--- src/rtl/nts_pkg.sv ---
package nts_pkg;

  localparam int MAX_DIM         = 256;
  localparam int COORD_FRAC_BITS = 16;

  localparam int IDX_W       = $clog2(MAX_DIM);
  localparam int DIM_W       = IDX_W + 1;
  localparam int ADDR_W      = 2 * IDX_W;
  localparam int STORE_DEPTH = MAX_DIM * MAX_DIM;
  localparam int COORD_W     = 24;
  localparam int COLOR_W     = 16;
  localparam int CHAN_W      = 8;
  localparam int TEXEL_W     = 3 * CHAN_W;
  localparam int INDEX_W     = 16;
  localparam int CFG_IDX_W   = 3;
  localparam int MODE_W      = 2;

  // Width of coord * (size - 1) before rounding.
  localparam int P_W = COORD_FRAC_BITS + 1 + IDX_W;

  // Colour times texel plus rounding constant.
  localparam int MIX_W = COLOR_W + CHAN_W;

  // floor(x / 255) = (x * ceil(2^32 / 255)) >> 32, exact for x below 2^24.
  localparam int                      DIV_M_W     = 25;
  localparam int                      DIV_SHIFT   = 32;
  localparam logic [DIV_M_W-1:0]      DIV255_MUL  = 25'd16843010;
  localparam logic [MIX_W-1:0]        ROUND_255   = MIX_W'(127);

  localparam int FIFO_DEPTH = 4;
  localparam int FIFO_AW    = $clog2(FIFO_DEPTH);

  localparam logic ACT_WRITE  = 1'b0;
  localparam logic ACT_SAMPLE = 1'b1;

  localparam logic [MODE_W-1:0] WRAP_NONE   = 2'd0;
  localparam logic [MODE_W-1:0] WRAP_REPEAT = 2'd1;
  localparam logic [MODE_W-1:0] WRAP_CLAMP  = 2'd2;

  localparam logic [MODE_W-1:0] ENV_PASS     = 2'd0;
  localparam logic [MODE_W-1:0] ENV_MODULATE = 2'd1;
  localparam logic [MODE_W-1:0] ENV_REPLACE  = 2'd2;

  localparam logic [CFG_IDX_W-1:0] CFG_WRAP_S     = 3'd0;
  localparam logic [CFG_IDX_W-1:0] CFG_WRAP_T     = 3'd1;
  localparam logic [CFG_IDX_W-1:0] CFG_ENV        = 3'd2;
  localparam logic [CFG_IDX_W-1:0] CFG_TEX_WIDTH  = 3'd3;
  localparam logic [CFG_IDX_W-1:0] CFG_TEX_HEIGHT = 3'd4;

  typedef struct packed {
    logic                       action;
    logic [INDEX_W-1:0]         texel_index;
    logic [CHAN_W-1:0]          texel_red;
    logic [CHAN_W-1:0]          texel_green;
    logic [CHAN_W-1:0]          texel_blue;
    logic signed [COORD_W-1:0]  coord_s;
    logic signed [COORD_W-1:0]  coord_t;
    logic [COLOR_W-1:0]         color_red;
    logic [COLOR_W-1:0]         color_green;
    logic [COLOR_W-1:0]         color_blue;
  } nts_req_t;

  typedef struct packed {
    logic [COLOR_W-1:0] out_red;
    logic [COLOR_W-1:0] out_green;
    logic [COLOR_W-1:0] out_blue;
    logic               skipped;
  } nts_rsp_t;

  typedef struct packed {
    logic [MODE_W-1:0] wrap_s_mode;
    logic [MODE_W-1:0] wrap_t_mode;
    logic [MODE_W-1:0] env_mode;
    logic [DIM_W-1:0]  tex_width;
    logic [DIM_W-1:0]  tex_height;
  } nts_cfg_t;

  typedef struct packed {
    logic               is_write;
    logic               skip;
    logic [ADDR_W-1:0]  addr;
    logic [TEXEL_W-1:0] texel;
    logic [COLOR_W-1:0] col_r;
    logic [COLOR_W-1:0] col_g;
    logic [COLOR_W-1:0] col_b;
  } nts_entry_t;

endpackage

--- src/rtl/nts_front.sv ---
module nts_front (
  input  logic                clk,
  input  logic                rst,
  input  nts_pkg::nts_cfg_t   cfg,
  input  logic                req_valid,
  output logic                req_ready,
  input  nts_pkg::nts_req_t   req,
  output logic                push,
  output nts_pkg::nts_entry_t push_entry,
  input  logic                full
);

  function automatic logic [nts_pkg::COORD_FRAC_BITS:0] wrap_coord(
    input logic [nts_pkg::COORD_W-2:0] c,
    input logic [nts_pkg::MODE_W-1:0]  mode
  );
    logic [nts_pkg::COORD_W-2:0]         one;
    logic [nts_pkg::COORD_FRAC_BITS:0]   r;
    one = (nts_pkg::COORD_W-1)'(1) << nts_pkg::COORD_FRAC_BITS;
    if (mode == nts_pkg::WRAP_REPEAT) begin
      r = {1'b0, c[nts_pkg::COORD_FRAC_BITS-1:0]};
    end else if (c > one) begin
      r = one[nts_pkg::COORD_FRAC_BITS:0];
    end else begin
      r = c[nts_pkg::COORD_FRAC_BITS:0];
    end
    return r;
  endfunction

  function automatic logic [nts_pkg::DIM_W-1:0] limit_size(
    input logic [nts_pkg::DIM_W-1:0] size
  );
    logic [nts_pkg::DIM_W-1:0] r;
    if (size == '0) begin
      r = nts_pkg::DIM_W'(1);
    end else if (size > nts_pkg::DIM_W'(nts_pkg::MAX_DIM)) begin
      r = nts_pkg::DIM_W'(nts_pkg::MAX_DIM);
    end else begin
      r = size;
    end
    return r;
  endfunction

  logic                              adv;
  logic [nts_pkg::DIM_W-1:0]         w_lim;
  logic [nts_pkg::DIM_W-1:0]         h_lim;
  logic [nts_pkg::DIM_W-1:0]         w_m1;
  logic [nts_pkg::DIM_W-1:0]         h_m1;
  logic [nts_pkg::COORD_FRAC_BITS:0] cs_wrap;
  logic [nts_pkg::COORD_FRAC_BITS:0] ct_wrap;
  logic [nts_pkg::P_W-1:0]           ps_next;
  logic [nts_pkg::P_W-1:0]           pt_next;
  nts_pkg::nts_entry_t               e1_next;

  logic                              f1_valid;
  nts_pkg::nts_entry_t               f1_entry;
  logic [nts_pkg::P_W-1:0]           f1_ps;
  logic [nts_pkg::P_W-1:0]           f1_pt;

  logic [nts_pkg::P_W-1:0]           sum_s;
  logic [nts_pkg::P_W-1:0]           sum_t;
  logic [nts_pkg::IDX_W-1:0]         idx_s;
  logic [nts_pkg::IDX_W-1:0]         idx_t;
  logic [2*nts_pkg::IDX_W:0]         row_base;
  nts_pkg::nts_entry_t               e2_next;

  logic                              f2_valid;
  nts_pkg::nts_entry_t               f2_entry;

  // The pipeline only holds when its last stage cannot enter the queue.
  assign adv        = !(f2_valid && full);
  assign req_ready  = adv;
  assign push       = f2_valid && !full;
  assign push_entry = f2_entry;

  always_comb begin
    w_lim   = limit_size(cfg.tex_width);
    h_lim   = limit_size(cfg.tex_height);
    w_m1    = w_lim - nts_pkg::DIM_W'(1);
    h_m1    = h_lim - nts_pkg::DIM_W'(1);
    cs_wrap = wrap_coord(req.coord_s[nts_pkg::COORD_W-2:0], cfg.wrap_s_mode);
    ct_wrap = wrap_coord(req.coord_t[nts_pkg::COORD_W-2:0], cfg.wrap_t_mode);
    ps_next = nts_pkg::P_W'(cs_wrap) * nts_pkg::P_W'(w_m1[nts_pkg::IDX_W-1:0]);
    pt_next = nts_pkg::P_W'(ct_wrap) * nts_pkg::P_W'(h_m1[nts_pkg::IDX_W-1:0]);

    e1_next       = '0;
    e1_next.col_r = req.color_red;
    e1_next.col_g = req.color_green;
    e1_next.col_b = req.color_blue;
    if (req.action == nts_pkg::ACT_WRITE) begin
      e1_next.is_write = 1'b1;
      e1_next.addr     = req.texel_index[nts_pkg::ADDR_W-1:0];
      e1_next.texel    = {req.texel_red, req.texel_green, req.texel_blue};
    end else begin
      e1_next.skip = req.coord_s[nts_pkg::COORD_W-1] | req.coord_t[nts_pkg::COORD_W-1];
    end
  end

  always_ff @(posedge clk) begin
    if (rst) begin
      f1_valid <= 1'b0;
    end else if (adv) begin
      f1_valid <= req_valid;
    end
  end

  always_ff @(posedge clk) begin
    if (adv) begin
      f1_entry <= e1_next;
      f1_ps    <= ps_next;
      f1_pt    <= pt_next;
    end
  end

  always_comb begin
    sum_s    = f1_ps + (nts_pkg::P_W'(1) << (nts_pkg::COORD_FRAC_BITS - 1));
    sum_t    = f1_pt + (nts_pkg::P_W'(1) << (nts_pkg::COORD_FRAC_BITS - 1));
    idx_s    = sum_s[nts_pkg::COORD_FRAC_BITS +: nts_pkg::IDX_W];
    idx_t    = sum_t[nts_pkg::COORD_FRAC_BITS +: nts_pkg::IDX_W];
    row_base = (2*nts_pkg::IDX_W+1)'(idx_t) * (2*nts_pkg::IDX_W+1)'(w_lim);
    e2_next  = f1_entry;
    if (!f1_entry.is_write && !f1_entry.skip) begin
      e2_next.addr = nts_pkg::ADDR_W'(idx_s) + row_base[nts_pkg::ADDR_W-1:0];
    end
  end

  always_ff @(posedge clk) begin
    if (rst) begin
      f2_valid <= 1'b0;
    end else if (adv) begin
      f2_valid <= f1_valid;
    end
  end

  always_ff @(posedge clk) begin
    if (adv) begin
      f2_entry <= e2_next;
    end
  end

endmodule

--- config.mk ---
export PLATFORM = sky130hd
export DESIGN_NAME = nts_front
export DESIGN_NICKNAME = d
export VERILOG_FILES = /design/src/rtl/nts_pkg.sv /design/src/rtl/nts_front.sv
export SDC_FILE = /design/constraint.sdc
export NUM_CORES = 1
export LEC_CHECK = 0
export BUFFER_PORTS_ARGS = -buffer_cell sky130_fd_sc_hd__buf_2
export CORE_MARGIN = 1.5
export CORE_UTILIZATION = 50
export CTS_CLUSTER_DIAMETER = 120
export DETAILED_ROUTE_END_ITERATION = 8
export PLACE_DENSITY_LB_ADDON = 0.1
export SYNTH_ARGS = -nofsm -noshare
export SYNTH_HDL_FRONTEND = slang
export SYNTH_SLANG_ARGS = --single-unit
--- constraint.sdc ---
create_clock -name clk -period 7.65 [get_ports clk]
set_input_delay 0.3825 -clock clk [delete_from_list [all_inputs] [get_ports clk]]
set_output_delay 0.3825 -clock clk [all_outputs]
set_load 0.02 [all_outputs]
Word-level counts from Yosys, hierarchy flattened:

Index checks and enable logic that the tools add are counted.

* add/subtract/negate cells: 5
* multiply operators: 3
* divide/modulo/power cells: 0
* order comparisons: 4
* equality and inequality tests: 2
* shifts and indexed selects: 0
* mux-type cells: 10
* bitwise logic cells: 1
* reduce and logical (&&, ||, !) cells: 9

Operators with widths (count)
* $mux 17: 4
* $add 24x16->24 const B: 2
* $mul 17x8->24: 2
* $gt 23x17->1 const B: 2
* $gt 9x9->1 const B: 2
* $logic_not 9->1: 2
* $mux 9: 2
* $add 8x16->16: 1
* $mul 8x9->16: 1
* $mux 16: 1
* $mux 8: 2
* $sub 8x1->8 const B: 2
* $eq 2x1->1 const B: 2
* $logic_not 1->1: 4
* $logic_and 1x1->1: 3
* $mux 1: 1
* $or 1x1->1: 1

* bits in registers: 230
* latch bits: 0
* RAM bits: 0
* ROM bits: 0
* bits of input ports: 165
* output and inout bits: 92
* word-level logic and storage cells: 52
* memories: 0

Logic depth before layout (Yosys ltp):

* word-level depth: 6
* gate-level depth with buffers: 29
* mapped depth without buffers: 27

Worst setup path before layout:

No wires, ideal clock.

* path type: input -> register
* start: input cfg[1] in the netlist's numbering
* end: register f1_pt[22] in the netlist's numbering, data pin
* setup time: 258 ps
* arrival time: 6534 ps
* data required time: 7392 ps
* path slack: 859 ps
* stages: 29
* buffers on the path: 2
* cells stage by stage: nor4_1 > nand2_1 > o21bai_1 > and2_1 > inv_1 > clkbuf_1 > ha_1 > o21ai_0 > o21ai_0 > a21oi_1 > clkbuf_1 > nor2_1 > fa_1 > inv_1 > fa_1 > inv_1 > fa_1 > inv_1 > fa_1 > inv_1 > ha_1 > and4_1 > a41o_1 > a2111oi_0 > a31oi_2 > a41oi_1 > nand2b_1 > a21oi_2 > xnor2_1

* cells in the longest elaborated chain, start to end: 5
* elaborated cells between the ends (all ways): 6
* classes of those cells: add/sub: 1; mul: 1; order compare: 1; mux: 2; reduce/logical: 1

RTL lines
* start, declared: line nts_front.sv:4 `input nts_pkg::nts_cfg_t cfg,`
* $gt 9x9->1: line nts_front.sv:36 `end else if (size > nts_pkg::DIM_W'(nts_pkg::MAX_DIM)) begin`
* $mux 8: line nts_front.sv:36
* $mux 8 *: line nts_front.sv:34 `if (size == '0) begin`
* $sub 8x1->8 *: line nts_front.sv:80 `h_m1 = h_lim - nts_pkg::DIM_W'(1);`
* $mul 17x8->24 *: line nts_front.sv:84 `pt_next = nts_pkg::P_W'(ct_wrap) * nts_pkg::P_W'(h_m1[nts_pkg::IDX_W-1:0]);`
* via pt_next (one bit): line nts_front.sv:52 `logic [nts_pkg::P_W-1:0] pt_next;`
* end signal, assigned: line nts_front.sv:111 `f1_pt <= pt_next;`
* end, declared: line nts_front.sv:58 `logic [nts_pkg::P_W-1:0] f1_pt;`

Mark *: on every way through the listed nets, which the timed path passes. The rest lies on a longest branch.
A chain may end at the register's enable or synchronous reset.

Final worst setup path:

Same ends and word-level chain as after synthesis.

==> results.ini <==
[clock_tree]
cts_tree=yes
clk_pin_slew_ns=0.08
cts_resized=0
cts-htree-levels=4
cts_made_buffers=17
cts_sinks=200
clk_latency_ns=0.44
root_buffer=clkbuf_16
ctsHoldBuffers=0
post_cts_buffers=0
clockBufferDepth=2

[placed_design]
gp_congestion=0.890
dp_hpwl_um=28400
io_buffers=254
dp_worst_setup_slack_ns=0.673

[critical_path]
r2r-end=push_entry[86]
critPathSlowestCell=fa_1
path_class=in -> reg
timing.critical_path.mode_cell=inv_1
r2r_slack_ns=1.93
crit_fanout=17
arrival_ns=6.71
setup.worst_path.end_class=flip-flop
reg2reg_depth=18
r2r-start=f1_pt[15]
startpoint_type=input port
slowest_delay_ns=0.53
cp.required_ns=7.84

[sta]
layout_setup_ws_ns=1.13
slew_violations=0
rsz0062_at_grt=no
finClkSkew_ns=0.0110
worst_pin_slew_ns=1.03
setup_tns_ns=0
max_freq_mhz=153
slew_headroom_pct=31.6
fin_crit_sh_pct=85.2
hold_viol=0
period_needed_ns=6.52
final-setup-viol-count=0

[detailed_routing]
drt-total-wl_um=35400
drc_errors=0
drtIter0Drc=643
via_per_inst=5.08
drtAntennaViolNets=0
drt-pass1-iter-count=5
post_drt_wl_per_cell_um=15.4
vias=11700

[layout]
seqCellArea_mm2=0.00599
antenna_cells=0
syn_to_final_growth_pct=14.5
final_layout_size_suffix_gt1_share_pct=18.1
n_fill_cell=2956
nets=2349
utilization_pct=58.2
multi_input_area_mm2=0.00995

[hold_path]
holdPathStages=2
hp-start=rst
hold_end=f1_valid
hp-class=in -> reg

[synth]
avgSynthCellArea_um2=10.7
syn_area_mm2=0.0170
synth_nets=2096
synthArstFlopShare_pct=0
synth_seq_cells=200
yosys-top-cells-area=edfxtp_1, fa_1, ha_1
yosys.cell_count.top_type=inv_1
synth_edf_count=198
synth.distinct_cells=54
ys.flop_type=edfxtp_1
ys_seq_area_share_pct=35.1
synth_largest_area_cell=edfxtp_1
synth_top_area_share_pct=34.9
synth-warning-count=0
syn_inst=1587
yosys-top-cells-count=inv_1, fa_1, nor2_1

[floorplan]
core_area_mm2=0.0335
num_rows=67
die_area_mm2=0.0352
die_h_um=188
die_w_um=188
start_util_pct=50.8
ioPinCount=257

[global_route]
grt_usage_pct=20.7
grt_overflow=0
antenna_found_initial=0
grt_start_max_net_pins=78
grt_pass1_wl_um=58400
grt_pass1_vias=11800

[power]
cellLeakagePower_nw=9.56
power_density_mw_per_mm2=272
ir_drop_mv=0.228

[run]
maxCapViolCount=0

[status]
status=finished, final reports clean

-- cell families (layout without fill, tap and decap cells) --
kind of cell	Yosys count	in the layout	share of synthesized area [%]
and+or+nand+nor	583	583	16.0
adders and majority gates	344	344	35.2
buffers and inverters	298	564	6.61
DFF	200	200	35.1
AOI/OAI and AO/OA	100	100	3.93
xor gates and xnor gates	62	62	3.19
-- through the flow --
stage	cell area, um2	instances	hold WS [ns]	total power [mW]
floorplan	17000	1587	0.400	3.68
global placement	18900	2269	0.400	4.34
detailed placement	18900	2269	0.405	4.39
CTS	19500	2301	0.0758	5.37
global route	19500	2301	0.0807	5.83
finish	19500	2301	0.102	5.31
-- worst max path at each step --
stage | start | slack, ns | endpoint | depth (start not counted)
after floorplan | cfg[1] | 0.86 | f1_pt[22] | 29
after global placement | cfg[1] | 0.85 | f1_pt[22] | 29
after detailed placement | cfg[1] | 0.67 | f1_pt[22] | 29
after CTS | cfg[1] | 1.15 | f1_pt[22] | 29
after global routing | cfg[1] | 0.72 | f1_pt[22] | 29
final | cfg[1] | 1.13 | f1_pt[22] | 29
-- critical path: cells and delay by family --
kind,cells,cell delay [ns]
buffers and inverters,7,0.66
adders and majority gates,6,2.53
and+or+nand+nor,6,1.15
AOI/OAI and AO/OA,9,1.89
xor gates and xnor gates,1,0.07
-- registers in the layout, indices dropped and copies added (netlist names) --
signal      cells
push_entry     90
e2_next        74
f1_entry       16
f1_ps           9
f1_pt           9
f1_valid        1
f2_valid        1
-- cell usage in the layout, fill, tap and decap left out, types with 33 or more instances in the layout --
cell type  synthesis  final
ha_1             119    119
nor2_1           200    200
edfxtp_1         198    198
and2_1            36     36
xnor2_1           33     33
fa_1             225    225
nand3_1           36     36
inv_1            258    258
buf_2              6    254
nand2_1          156    155
nor2b_1           53     53
-- power breakdown --
group	internal, mW	leakage [nW]	switching (mW)
logic	1.20	7.10	1.67
clock network	0.463	0.309	0.485
registers	1.42	2.16	0.0683
total	3.08	9.56	2.23
-- metal layers --
| layer | vias up | share of wire, % | GRT usage (%) |
|---|---|---|---|
| met3 | 37 | 4.8 | 2.36 |
| met1 | 5704 | 45 | 29.1 |
| met4 | 0 | 1.6 | 5.48 |
| met2 | 351 | 48 | 34.5 |
| li1 | 5592 | - | - |
| met5 | - | 0 | 0 |
-- cell type report --
type                       instances  share of cell area (%)
inverter                         258                    4.96
clock inverter                    15                    1.10
sequential                       200                    30.7
clock buffer                      17                    2.18
multi-input combinational       1089                    50.9
timing repair buffer             274                    7.28
tap                              448                    2.87
No activity file was read; power rests on OpenSTA's default activity.
