<file path="src/rtl/nts_pkg.sv">
package nts_pkg;

  localparam int MAX_DIM         = 256;
  localparam int COORD_FRAC_BITS = 16;

  localparam int IDX_W       = $clog2(MAX_DIM);
  localparam int DIM_W       = IDX_W + 1;
  localparam int ADDR_W      = 2 * IDX_W;
  localparam int STORE_DEPTH = MAX_DIM * MAX_DIM;
  localparam int COORD_W     = 24;
  localparam int COLOR_W     = 16;
  localparam int CHAN_W      = 8;
  localparam int TEXEL_W     = 3 * CHAN_W;
  localparam int INDEX_W     = 16;
  localparam int CFG_IDX_W   = 3;
  localparam int MODE_W      = 2;

  // Width of coord * (size - 1) before rounding.
  localparam int P_W = COORD_FRAC_BITS + 1 + IDX_W;

  // Colour times texel plus rounding constant.
  localparam int MIX_W = COLOR_W + CHAN_W;

  // floor(x / 255) = (x * ceil(2^32 / 255)) >> 32, exact for x below 2^24.
  localparam int                      DIV_M_W     = 25;
  localparam int                      DIV_SHIFT   = 32;
  localparam logic [DIV_M_W-1:0]      DIV255_MUL  = 25'd16843010;
  localparam logic [MIX_W-1:0]        ROUND_255   = MIX_W'(127);

  localparam int FIFO_DEPTH = 4;
  localparam int FIFO_AW    = $clog2(FIFO_DEPTH);

  localparam logic ACT_WRITE  = 1'b0;
  localparam logic ACT_SAMPLE = 1'b1;

  localparam logic [MODE_W-1:0] WRAP_NONE   = 2'd0;
  localparam logic [MODE_W-1:0] WRAP_REPEAT = 2'd1;
  localparam logic [MODE_W-1:0] WRAP_CLAMP  = 2'd2;

  localparam logic [MODE_W-1:0] ENV_PASS     = 2'd0;
  localparam logic [MODE_W-1:0] ENV_MODULATE = 2'd1;
  localparam logic [MODE_W-1:0] ENV_REPLACE  = 2'd2;

  localparam logic [CFG_IDX_W-1:0] CFG_WRAP_S     = 3'd0;
  localparam logic [CFG_IDX_W-1:0] CFG_WRAP_T     = 3'd1;
  localparam logic [CFG_IDX_W-1:0] CFG_ENV        = 3'd2;
  localparam logic [CFG_IDX_W-1:0] CFG_TEX_WIDTH  = 3'd3;
  localparam logic [CFG_IDX_W-1:0] CFG_TEX_HEIGHT = 3'd4;

  typedef struct packed {
    logic                       action;
    logic [INDEX_W-1:0]         texel_index;
    logic [CHAN_W-1:0]          texel_red;
    logic [CHAN_W-1:0]          texel_green;
    logic [CHAN_W-1:0]          texel_blue;
    logic signed [COORD_W-1:0]  coord_s;
    logic signed [COORD_W-1:0]  coord_t;
    logic [COLOR_W-1:0]         color_red;
    logic [COLOR_W-1:0]         color_green;
    logic [COLOR_W-1:0]         color_blue;
  } nts_req_t;

  typedef struct packed {
    logic [COLOR_W-1:0] out_red;
    logic [COLOR_W-1:0] out_green;
    logic [COLOR_W-1:0] out_blue;
    logic               skipped;
  } nts_rsp_t;

  typedef struct packed {
    logic [MODE_W-1:0] wrap_s_mode;
    logic [MODE_W-1:0] wrap_t_mode;
    logic [MODE_W-1:0] env_mode;
    logic [DIM_W-1:0]  tex_width;
    logic [DIM_W-1:0]  tex_height;
  } nts_cfg_t;

  typedef struct packed {
    logic               is_write;
    logic               skip;
    logic [ADDR_W-1:0]  addr;
    logic [TEXEL_W-1:0] texel;
    logic [COLOR_W-1:0] col_r;
    logic [COLOR_W-1:0] col_g;
    logic [COLOR_W-1:0] col_b;
  } nts_entry_t;

endpackage

</file>
<file path="src/rtl/nts_fifo.sv">
module nts_fifo (
  input  logic                clk,
  input  logic                rst,
  input  logic                push,
  input  nts_pkg::nts_entry_t push_entry,
  output logic                full,
  input  logic                pop,
  output logic                empty,
  output nts_pkg::nts_entry_t head
);

  nts_pkg::nts_entry_t            slots [nts_pkg::FIFO_DEPTH];
  logic [nts_pkg::FIFO_AW-1:0]    wr_ptr;
  logic [nts_pkg::FIFO_AW-1:0]    rd_ptr;
  logic [nts_pkg::FIFO_AW:0]      count;

  assign full  = (count == (nts_pkg::FIFO_AW+1)'(nts_pkg::FIFO_DEPTH));
  assign empty = (count == '0);
  assign head  = slots[rd_ptr];

  always_ff @(posedge clk) begin
    if (rst) begin
      wr_ptr <= '0;
      rd_ptr <= '0;
      count  <= '0;
    end else begin
      if (push) begin
        wr_ptr <= wr_ptr + nts_pkg::FIFO_AW'(1);
      end
      if (pop) begin
        rd_ptr <= rd_ptr + nts_pkg::FIFO_AW'(1);
      end
      if (push && !pop) begin
        count <= count + (nts_pkg::FIFO_AW+1)'(1);
      end else if (pop && !push) begin
        count <= count - (nts_pkg::FIFO_AW+1)'(1);
      end
    end
  end

  always_ff @(posedge clk) begin
    if (push) begin
      slots[wr_ptr] <= push_entry;
    end
  end

endmodule

</file>
<file path="config.mk">
export PLATFORM = sky130hd
export DESIGN_NAME = nts_fifo
export DESIGN_NICKNAME = d
export VERILOG_FILES = /design/src/rtl/nts_pkg.sv /design/src/rtl/nts_fifo.sv
export SDC_FILE = /design/constraint.sdc
export NUM_CORES = 1
export LEC_CHECK = 0
export BUFFER_PORTS_ARGS = -buffer_cell sky130_fd_sc_hd__buf_2
export CAP_MARGIN = 20
export CORE_ASPECT_RATIO = 1.25
export CORE_MARGIN = 8
export CORE_UTILIZATION = 57
export DETAILED_ROUTE_END_ITERATION = 10
export PLACE_DENSITY = 0.79
export SLEW_MARGIN = 20
export SYNTH_ARGS = -nofsm -noshare
export SYNTH_HDL_FRONTEND = slang
export SYNTH_SLANG_ARGS = --single-unit
</file>
<file path="constraint.sdc">
create_clock -name clk -period 3.46 [get_ports clk]
set_input_delay 0 -clock clk [delete_from_list [all_inputs] [get_ports clk]]
set_output_delay 0 -clock clk [all_outputs]
set_load 0.01 [all_outputs]
</file>
; Yosys cells after proc, flatten, opt, wreduce, memory -nomap -nowiden
; Memories as Yosys holds them, arrays and structs flattened. A register that Yosys moved wholly into a read port is not among the register bits.
; Index checks and enable logic that the tools add are counted.
[totals]
ff_bits = 7
mem_bits_rw = 360
input_bits = 94
word_cells = 21
mem_count = 1
[mem_list]
columns = memory, depth, word_bits, rd, rd_clocked_by_memory_dff, write_ports, line_no
row1 = slots, 4, 90, 1, 1, 1, nts_fifo.sv:12  ; nts_pkg::nts_entry_t slots [nts_pkg::FIFO_DEPTH];
[op_classes]
addsub = 4
n_eq_ne = 1
muxes = 6
n_reduce_logical = 6
[op_table]
columns = operator, count
row1 = two-way mux 3 bit, 2
row2 = adder 2 x 1 -> 2 bit (second input constant), 2
row3 = two-way mux 2 bit, 2
row4 = adder 3 x 1 -> 3 bit (second input constant), 1
row5 = == test 3 bit (second input constant), 1
row6 = zero test 3 bit, 1
row7 = subtractor 3 x 1 -> 3 bit (second input constant), 1
row8 = logical AND 1 bit, 2
row9 = zero test 1 bit, 2
row10 = two-way mux 1 bit, 2
row11 = nonzero test 2 bit, 1

; Longest topological paths before layout
; Gate-level depths: netlist of run 1.
[depth]
ltp_word = 4
mapped_depth = 7
depth_no_buf = 7

; Least setup slack after synthesis of run 1
; No wires, ideal clock.
[synth_timing]
kind = reg2reg
start = register wr_ptr[0] in the netlist's numbering
end = memory slots[0][0] in the netlist's numbering (enable)
setup_time_ns = 0.458
t_arrival_ns = 2.630
path_slack_ns = 0.372
path_stages_with_launch = 4
period_less_slack_ns = 3.088
path_cell_list = dfxtp_1 -> inv_1 -> ha_1 -> and2_1
[synth_rtl]
columns = item, line_no
row1 = from (decl), nts_fifo.sv:13  ; logic [nts_pkg::FIFO_AW-1:0] wr_ptr;
row2 = from (signal assigned), nts_fifo.sv:28  ; wr_ptr <= wr_ptr + nts_pkg::FIFO_AW'(1);
row3 = to (decl), nts_fifo.sv:12
; Straight into the memory's write port.

==> flow_metrics.tcl, run 1 <==
set metrics [dict create \
    status "complete, no violations" \
    drtPass1Iterations 5 \
    dieArea_um2 28900 \
    rsz0062_at_grt "no" \
    synthCells 514 \
    avgSynthCellArea_um2 26.3 \
    fin_worst_skew_ns 0.00809 \
    die_x_um 154 \
    syn_to_final_growth_pct 24.6 \
    nets 916 \
    grt_pass1_vias 7115 \
    grt-ovfl-total 0 \
    startpoint_type "flip-flop" \
    clk_latency_ns 0.50 \
    critPathTopFamily "buffers and inverters" \
    rows 63 \
    worstSetupPathType "reg -> out" \
    die_height_um 188 \
    clockBufferDepth 3 \
    r2r_slack_ns 1.49 \
    clkTransAtPathRegs_ns 0.06 \
    track_usage_pct 18.9 \
    grt_max_degree 49 \
    cp_slowest_stage_delay_ns 0.61 \
    via_per_inst 5.64 \
    gp_congestion 0.744 \
    n_antenna_cell 0 \
    maxSlewHeadroom_pct 51.6 \
    worstHoldPathCells 2 \
    synth-seq-area-share_pct 81.4 \
    post-route-util_pct 71.6 \
    root_buffer "clkbuf_16" \
    worstReg2RegStart "wr_ptr[0]$_SDFFE_PP0P_" \
    final-hold-violation-count 0 \
    io_buffers 185 \
    drt_iter0_drc 389 \
    cp.depth 3 \
    max-vdd-ir-drop_mv 0.483 \
    drc 0 \
    powerDensity_nw_per_um2 601 \
    yosysWarnings 0 \
    drt-total-wl_mm 27.0 \
    min_period_ns 2.39 \
    io_pins 186 \
    r2r_cells 4 \
    cts_tree "built" \
    start_util_pct 57.5 \
    post_drt_wl_per_cell_um 23.9 \
    worst_pin_slew_ns 0.726 \
    ys_seq_elements 369 \
    antenna_found_initial 0 \
    crit_chain "buf_4 -> mux4_2 -> buf_2" \
    timing.setup.tns_ns 0 \
    cp-end-kind "primary output" \
    rr_endpoint "slots[0][64]$_DFFE_PP_" \
    cts_buffers 35 \
    drive_above_1_share_pct 40.3 \
    mostFrequentLayoutCell "edfxtp_1" \
    critPathCapture "head[79]" \
    synth_fp_nets 614 \
    synth_cell_types 22 \
    ant_nets 0 \
    grt_pass1_wl_mm 41.4 \
    worstHoldPathType "in -> reg" \
    num_vias 6389 \
    core_um2 23500 \
    cp_max_fo 26 \
    worstPathArrival_ns 2.39 \
    power_leakage_nw 5.75 \
    setup_viol 0 \
    clock-sinks 369 \
    timing.final.crit_share_pct 69.0 \
    most-common-layout-cells "edfxtp_1, buf_2, dlygate4sd3_1" \
    fmax_mhz 419 \
    syn_area_um2 13500 \
    htree_levels 2 \
    hpwlAfterDp_mm 15.7 \
    slew_violations 0 \
    critPathRequiredTime_ns 3.46 \
    crit_buf_inv 2 \
    postCtsSetupBuffers 0 \
    cap_violations 0 \
    crit_slowest_cell "mux4_2" \
]
## area by class of cell
| cell class | count | area, um2 |
|---|---|---|
| clock buffers | 42 | 945 |
| clock inverters | 20 | 240 |
| fillers | 1342 | 6670 |
| inverters | 4 | 15.0 |
| multi-input cells | 120 | 2270 |
| flip-flops and latches | 369 | 11000 |
| well taps | 292 | 365 |
| repair buffers | 286 | 1990 |
## where the power goes
part           switching (mW)  leakage (nW)  total, mW  internal (mW)
Clock                    1.55         0.569       3.88           2.33
Combinational           0.512          1.80       1.01          0.496
Sequential             0.0882          3.38       5.22           5.13
## sequential cells by signal (all words and copies together), names as in the netlist, named ones only
signal / count
slots: 360
wr_ptr: 2
rd_ptr: 2
count: 3
## how the worst min path moves through the flow
stage | startpoint | to | slack, ns
after detailed placement | push_entry[8] | slots[3][8]$_DFFE_PP_ | 0.22
after CTS | push_entry[27] | slots[0][27]$_DFFE_PP_ | 0.23
after global placement | push_entry[61] | slots[2][61]$_DFFE_PP_ | 0.21
after global routing | push_entry[34] | slots[0][34]$_DFFE_PP_ | 0.24
after floorplan | push_entry[0] | slots[0][0]$_DFFE_PP_ | 0.1
final | push_entry[34] | slots[1][34]$_DFFE_PP_ | 0.26
## what timing repair did
action	in CTS	in global routing
endpoints found under the setup margin	0	0
hold buffers	94	0
resized for setup	0	0
hold endpoints to repair	369	0
## cell usage after synthesis
library cell	count	area [um2]
o21ai_0	1	5.00
mux4_2	90	2030
nand2_1	1	3.75
dfxtp_1	9	180
or3_1	1	6.26
xnor2_1	2	17.5
a21oi_1	1	5.00
nor3_1	1	5.00
buf_6	1	11.3
nor2_1	7	26.3
clkbuf_1	1	3.75
ha_1	5	62.6
nor3b_1	1	7.51
fa_1	1	20.0
buf_1	1	3.75
inv_1	4	15.0
edfxtp_1	360	10800
buf_12	9	180
xor2_1	3	26.3
and2_1	4	25.0
buf_2	9	45.0
mux2i_1	2	20.0
## stage by stage
stage,hold slack [ns],std cells,setup slack [ns],instance area (um2),total power [mW]
2_1_floorplan,0.0989,514,0.372,13500,5.88
3_3_place_gp,0.208,977,1.57,14700,6.20
3_5_place_dp,0.216,977,1.47,14700,6.25
4_1_cts,0.229,1133,0.988,16800,10.2
5_1_grt,0.239,1133,0.906,16800,10.4
6_report,0.257,1133,1.07,16800,10.1
## worst register-to-register path, cell delays in order (launching register included)
cell and delay (ns):
dfxtp_1 0.35, inv_1 0.12, ha_1 0.16, and2_4 0.58
buf_12 0.41
## per-layer routing
| metal | global-route usage [%] | part of all wire, % |
|---|---|---|
| met4 | 7.36 | 3.3 |
| met2 | 34.2 | 55 |
| met5 | 0 | 0 |
| met1 | 21.8 | 37 |
| met3 | 3.66 | 5.0 |
## cells by family after synthesis
kind of cell    count (synthesis)  share of synthesized area (%)
mux                            92                           15.2
xor+xnor                        5                          0.324
fa+ha+maj                       6                          0.611
flops                         369                           81.4
compound gates                  2                         0.0740
buf+inv                        25                           1.92
simple gates                   15                          0.547
Note: power is estimated with default switching activity, not from simulation.
==> inputs of run 2 (changes only) <==
clock period = 2.4 ns   (was 3.46 ns; I/O delays follow)
==> run 2 against run 1 <==
Die area did not move. Total power rose by 43%. Design area rose by 0.21%. Sequential share of layout area fell by 0.14 points. Sequential power rose by 44%. Cell count rose by 0.35%. First-iteration DRC count rose by 23%. Via count rose by 0.72%. Clock power rose by 40%. Clock skew fell by 0.0020 ns. Global-route usage barely moved.
==> flow_metrics.tcl, run 2 (same netlist as run 1, synthesis figures left out) <==
set metrics [dict create \
    start_util_pct 57.5 \
    cp.depth 3 \
    root_buffer "clkbuf_16" \
    htree_levels 2 \
    gp_congestion 0.720 \
    postCtsSetupBuffers 0 \
    largest_reg_flops 360 \
    worst_pin_slew_ns 0.542 \
    track_usage_pct 18.9 \
    worstSetupPathType "reg -> out" \
    clock-sinks 369 \
    ant_nets 0 \
    drt_iter0_drc 480 \
    drc 0 \
    largest_register "slots" \
    crit_slowest_cell "mux4_2" \
    crit_buf_inv 2 \
    dp_slack_ns 0.707 \
    num_vias 6435 \
    fin_area_um2 16900 \
    grt-ovfl-total 0 \
    syn_to_final_growth_pct 24.8 \
    grt_pass1_vias 7114 \
    worstHoldPathType "in -> reg" \
    setup_viol 0 \
    antenna_found_initial 1 \
    cap_violations 0 \
    startpoint_type "flip-flop" \
    fillerInstances 1341 \
    worstPathArrival_ns 2.11 \
    grt_pass1_wl_mm 41.4 \
    rows 63 \
    r2r_cells 4 \
    clockBufferDepth 3 \
    timing.final.crit_share_pct 88.1 \
    final_cells 1137 \
    maxSlewHeadroom_pct 63.9 \
    cp_max_fo 27 \
    mostFrequentLayoutCell "edfxtp_1" \
    post_drt_wl_per_cell_um 23.9 \
    via_per_inst 5.66 \
    io_buffers 185 \
    cts_hold_buf 93 \
    most-common-layout-cells "edfxtp_1, buf_2, dlygate4sd3_1" \
    grt_max_degree 64 \
    status "complete, no violations" \
    critPathRequiredTime_ns 2.40 \
    nets 921 \
    timing.setup.tns_ns 0 \
    crit_chain "buf_4 -> mux4_2 -> buf_2" \
    dp.cells 983 \
    clkTransAtPathRegs_ns 0.06 \
    power_leakage_nw 5.78 \
    min_period_ns 2.11 \
    cp_slowest_stage_delay_ns 0.63 \
    reg_top3 "slots x360, count x3" \
    io_pins 186 \
    finalPower_mw 14.4 \
    max-vdd-ir-drop_mv 0.585 \
    fmax_mhz 473 \
    worstHoldPathCells 2 \
    post-route-util_pct 71.8 \
    rsz0062_at_grt "no" \
    final-hold-violation-count 0 \
    drive_above_1_share_pct 40.6 \
    clk_latency_ns 0.49 \
    finalWorstSetupSlack_ns 0.287 \
    critPathTopFamily "multiplexers" \
    core_um2 23500 \
    slew_violations 0 \
    die_height_um 188 \
    dieArea_um2 28900 \
    powerDensity_nw_per_um2 857 \
    drtPass1Iterations 5 \
    placed_cell_area_um2 14800 \
    fin_worst_skew_ns 0.00606 \
    cts_resized 0 \
    cp-end-kind "primary output" \
    cts_tree "built" \
    die_x_um 154 \
    drt-total-wl_mm 27.1 \
    hpwlAfterDp_mm 16.0 \
    cts_buffers 35 \
    holdWs_ns 0.253 \
]
run 2: layout make-up:
type	count	area (um2)	area share, %
diodes	1	2.50	0.0148
inverters	4	15.0	0.0891
multi-input cells	120	2270	13.4
well taps	292	365	2.17
clock inverters	12	158	0.935
flip-flops and latches	369	11000	65.2
repair buffers	291	2070	12.3
clock buffers	48	987	5.86
run 2: per-layer routing:
metal / GRT usage (%) / up-vias / part of all wire [%] / routed length [um]
met5: 0 / - / 0 / 0
met3: 3.55 / 43 / 5.7 / 1540
met4: 7.36 / 0 / 2.8 / 765
met2: 33.9 / 224 / 55 / 15000
li1: - / 2814 / - / -
met1: 22.2 / 3354 / 36 / 9830
run 2: worst paths after layout:
kind | slack, ns | to | startpoint
min | 0.25 | slots[0][6]$_DFFE_PP_ | push_entry[6]
max | 0.29 | head[34] | flip-flop
max reg2reg | 0.72 | slots[2][21]$_DFFE_PP_ | wr_ptr[0]$_SDFFE_PP0P_
min reg2reg | 0.53 | count[2]$_SDFFE_PP0P_ | count[2]$_SDFFE_PP0P_
run 2: power by group:
group	total, mW	internal, mW	switching (mW)
logic	1.51	0.730	0.777
registers	7.50	7.40	0.0961
clock network	5.45	3.30	2.14
==> inputs of run 3 (changes only) <==
ABC_AREA = 1   (was not set)
CORE_UTILIZATION = 55   (was 57)
PLACE_DENSITY = 0.77   (was 0.79)
==> run 3 against run 2 <==
Count of clock-buffer cells in the layout is 1 lower. Worst hold slack got worse by 0.053 ns. Total power decreased by 3.1%. Design area rose by 1.4%. Routed wire length is 14% higher. Core utilization shrank 2.0 points. Setup slack worse by 0.26 ns. Synthesized cell count grew 81%. Flip-flop and latch count stayed put. Critical path depth is 1 higher.
==> flow_metrics.tcl, run 3 <==
set metrics [dict create \
    async_flop_share_pct 0 \
    grt_pass1_wl_mm 46.9 \
    largest_register "slots" \
    crit_slowest_cell "buf_12" \
    synth_top_area_share_pct 78.8 \
    drt-total-wl_mm 30.9 \
    synthCells 928 \
    rows 64 \
    synth-seq-area-share_pct 80.1 \
    cap_violations 0 \
    avgSynthCellArea_um2 14.8 \
    drtPass1Iterations 5 \
    drt_iter0_drc 732 \
    grt_pass1_vias 8674 \
    critPathRequiredTime_ns 2.40 \
    hpwlAfterDp_mm 17.7 \
    synth-edff-count 360 \
    timing.final.crit_share_pct 98.8 \
    ys_seq_elements 369 \
    yosys-top-cells-count "edfxtp_1, nor2_1, o21ai_0" \
    nets 1303 \
    synth_top_area_cell "edfxtp_1" \
    gp_congestion 0.782 \
    start_util_pct 56.0 \
    rr_endpoint "slots[0][53]$_DFFE_PP_" \
    rsz0062_at_grt "no" \
    worstReg2RegStart "wr_ptr[0]$_SDFFE_PP0P_" \
    final-hold-violation-count 0 \
    cts_buffers 34 \
    io_pins 186 \
    timing.setup.tns_ns 0 \
    cp-end-kind "primary output" \
    max-vdd-ir-drop_mv 0.704 \
    dieArea_um2 30300 \
    cp_slowest_stage_delay_ns 0.39 \
    via_per_inst 5.58 \
    worstPathArrival_ns 2.37 \
    fmax_mhz 422 \
    antenna_found_initial 3 \
    r2r_cells 5 \
    clock-sinks 369 \
    syn_area_um2 13700 \
    root_buffer "clkbuf_16" \
    cts_tree "built" \
    slew_violations 0 \
    r2r_slack_ns 0.46 \
    worstSetupPathType "reg -> out" \
    crit_chain "buf_12 -> o21ai_0 -> o22ai_1 -> buf_2" \
    mostFrequentLayoutCell "edfxtp_1" \
    setup_viol 0 \
    clkTransAtPathRegs_ns 0.06 \
    post_drt_wl_per_cell_um 19.8 \
    cp_max_fo 180 \
    synth_area_leaders "edfxtp_1, o21ai_0, nor2_1" \
    io_buffers 185 \
    grt-ovfl-total 0 \
    ant_nets 0 \
    grt_max_degree 181 \
    final_cells 1562 \
    synth_most_common_cell "edfxtp_1" \
    clk_latency_ns 0.51 \
    die_x_um 157 \
    powerDensity_nw_per_um2 819 \
    maxSlewHeadroom_pct 42.8 \
    postCtsSetupBuffers 0 \
    reg_top3 "slots x360, count x3" \
    most-common-layout-cells "edfxtp_1, nor2_1, buf_2" \
    drive_above_1_share_pct 21.1 \
    htree_levels 2 \
    dp.cells 1404 \
    largest_reg_flops 360 \
    core_um2 24500 \
    track_usage_pct 20.1 \
    startpoint_type "flip-flop" \
    die_height_um 193 \
    num_vias 8721 \
    critPathCapture "head[16]" \
    synth_fp_nets 1028 \
    min_period_ns 2.37 \
    worst_pin_slew_ns 0.858 \
    yosysWarnings 0 \
    status "complete, no violations" \
    synthFlopType "edfxtp_1" \
    worstHoldPathType "in -> reg" \
    fin_worst_skew_ns 0.00873 \
    power_leakage_nw 6.01 \
    drc 0 \
    synth_cell_types 21 \
    syn_to_final_growth_pct 24.5 \
    clockBufferDepth 3 \
]
-- run 3: cell families after synthesis --
family / Yosys count / synth area share, %
flip-flops: 369 / 80.1
buffers and inverters: 75 / 2.82
AO/OA/AOI/OAI: 278 / 11.0
adder cells (fa/ha/maj): 6 / 0.602
AND/OR/NAND/NOR: 199 / 5.49
XOR/XNOR: 1 / 0.0638
-- run 3: power breakdown --
| part | switching (mW) | internal, mW |
|---|---|---|
| Combinational | 0.891 | 0.539 |
| Sequential | 0.0773 | 7.36 |
| Clock | 2.20 | 2.94 |
-- run 3: timing repair --
action / 4_1_cts / 5_1_grt
resized for setup: 0 / 0
hold endpoints to repair: 369 / 0
hold buffers: 93 / 0
-- run 3: worst min-delay path by stage --
stage                     start               endpoint  slack, ns  cells after the start
after global placement      rst  count[0]$_SDFFE_PP0P_       0.18                      2
after floorplan             rst  count[0]$_SDFFE_PP0P_       0.07                      1
after CTS                   rst  count[0]$_SDFFE_PP0P_       0.18                      3
after detailed placement    rst  count[0]$_SDFFE_PP0P_       0.17                      2
after global routing        rst  count[0]$_SDFFE_PP0P_       0.20                      3
final                       rst  count[0]$_SDFFE_PP0P_       0.20                      3
-- run 3: area by class of cell --
| type | count | area, um2 |
|---|---|---|
| antenna | 3 | 7.51 |
| sequential | 369 | 11000 |
| inverter | 17 | 83.8 |
| timing repair buffer | 297 | 2170 |
| clock inverter | 15 | 105 |
| multi-input combinational | 484 | 2350 |
| fill | 1555 | 7410 |
| tap | 330 | 413 |
| clock buffer | 47 | 963 |
-- run 3: critical path, delay by kind of cell (launching register included) --
kind | cells | cell delay (ns)
flops | 1 | 0.38
buf+inv | 2 | 0.59
compound gates | 2 | 0.62
-- run 3: metal layers --
metal / vias up / global-route usage [%] / wire length [um]
li1: 4047 / - / -
met1: 4237 / 24.2 / 11600
met2: 372 / 35.3 / 16200
met3: 65 / 3.63 / 2150
met4: 0 / 8.18 / 915
met5: - / 0 / 0
-- run 3: per-stage QoR --
stage | cell area [um2] | setup WS [ns] | total power [mW] | hold slack, ns | utilization, %
after floorplan | 13700 | 0.00198 | 8.27 | 0.0724 | -
after detailed placement | 15100 | 0.482 | 8.88 | 0.174 | 61.6
after global placement | 15100 | 0.533 | 8.84 | 0.176 | 61.6
after global routing | 17100 | 0.0273 | 14.5 | 0.201 | 69.8
final | 17100 | 0.0284 | 14.0 | 0.200 | 69.8
after CTS | 17100 | 0.196 | 14.1 | 0.184 | 69.7
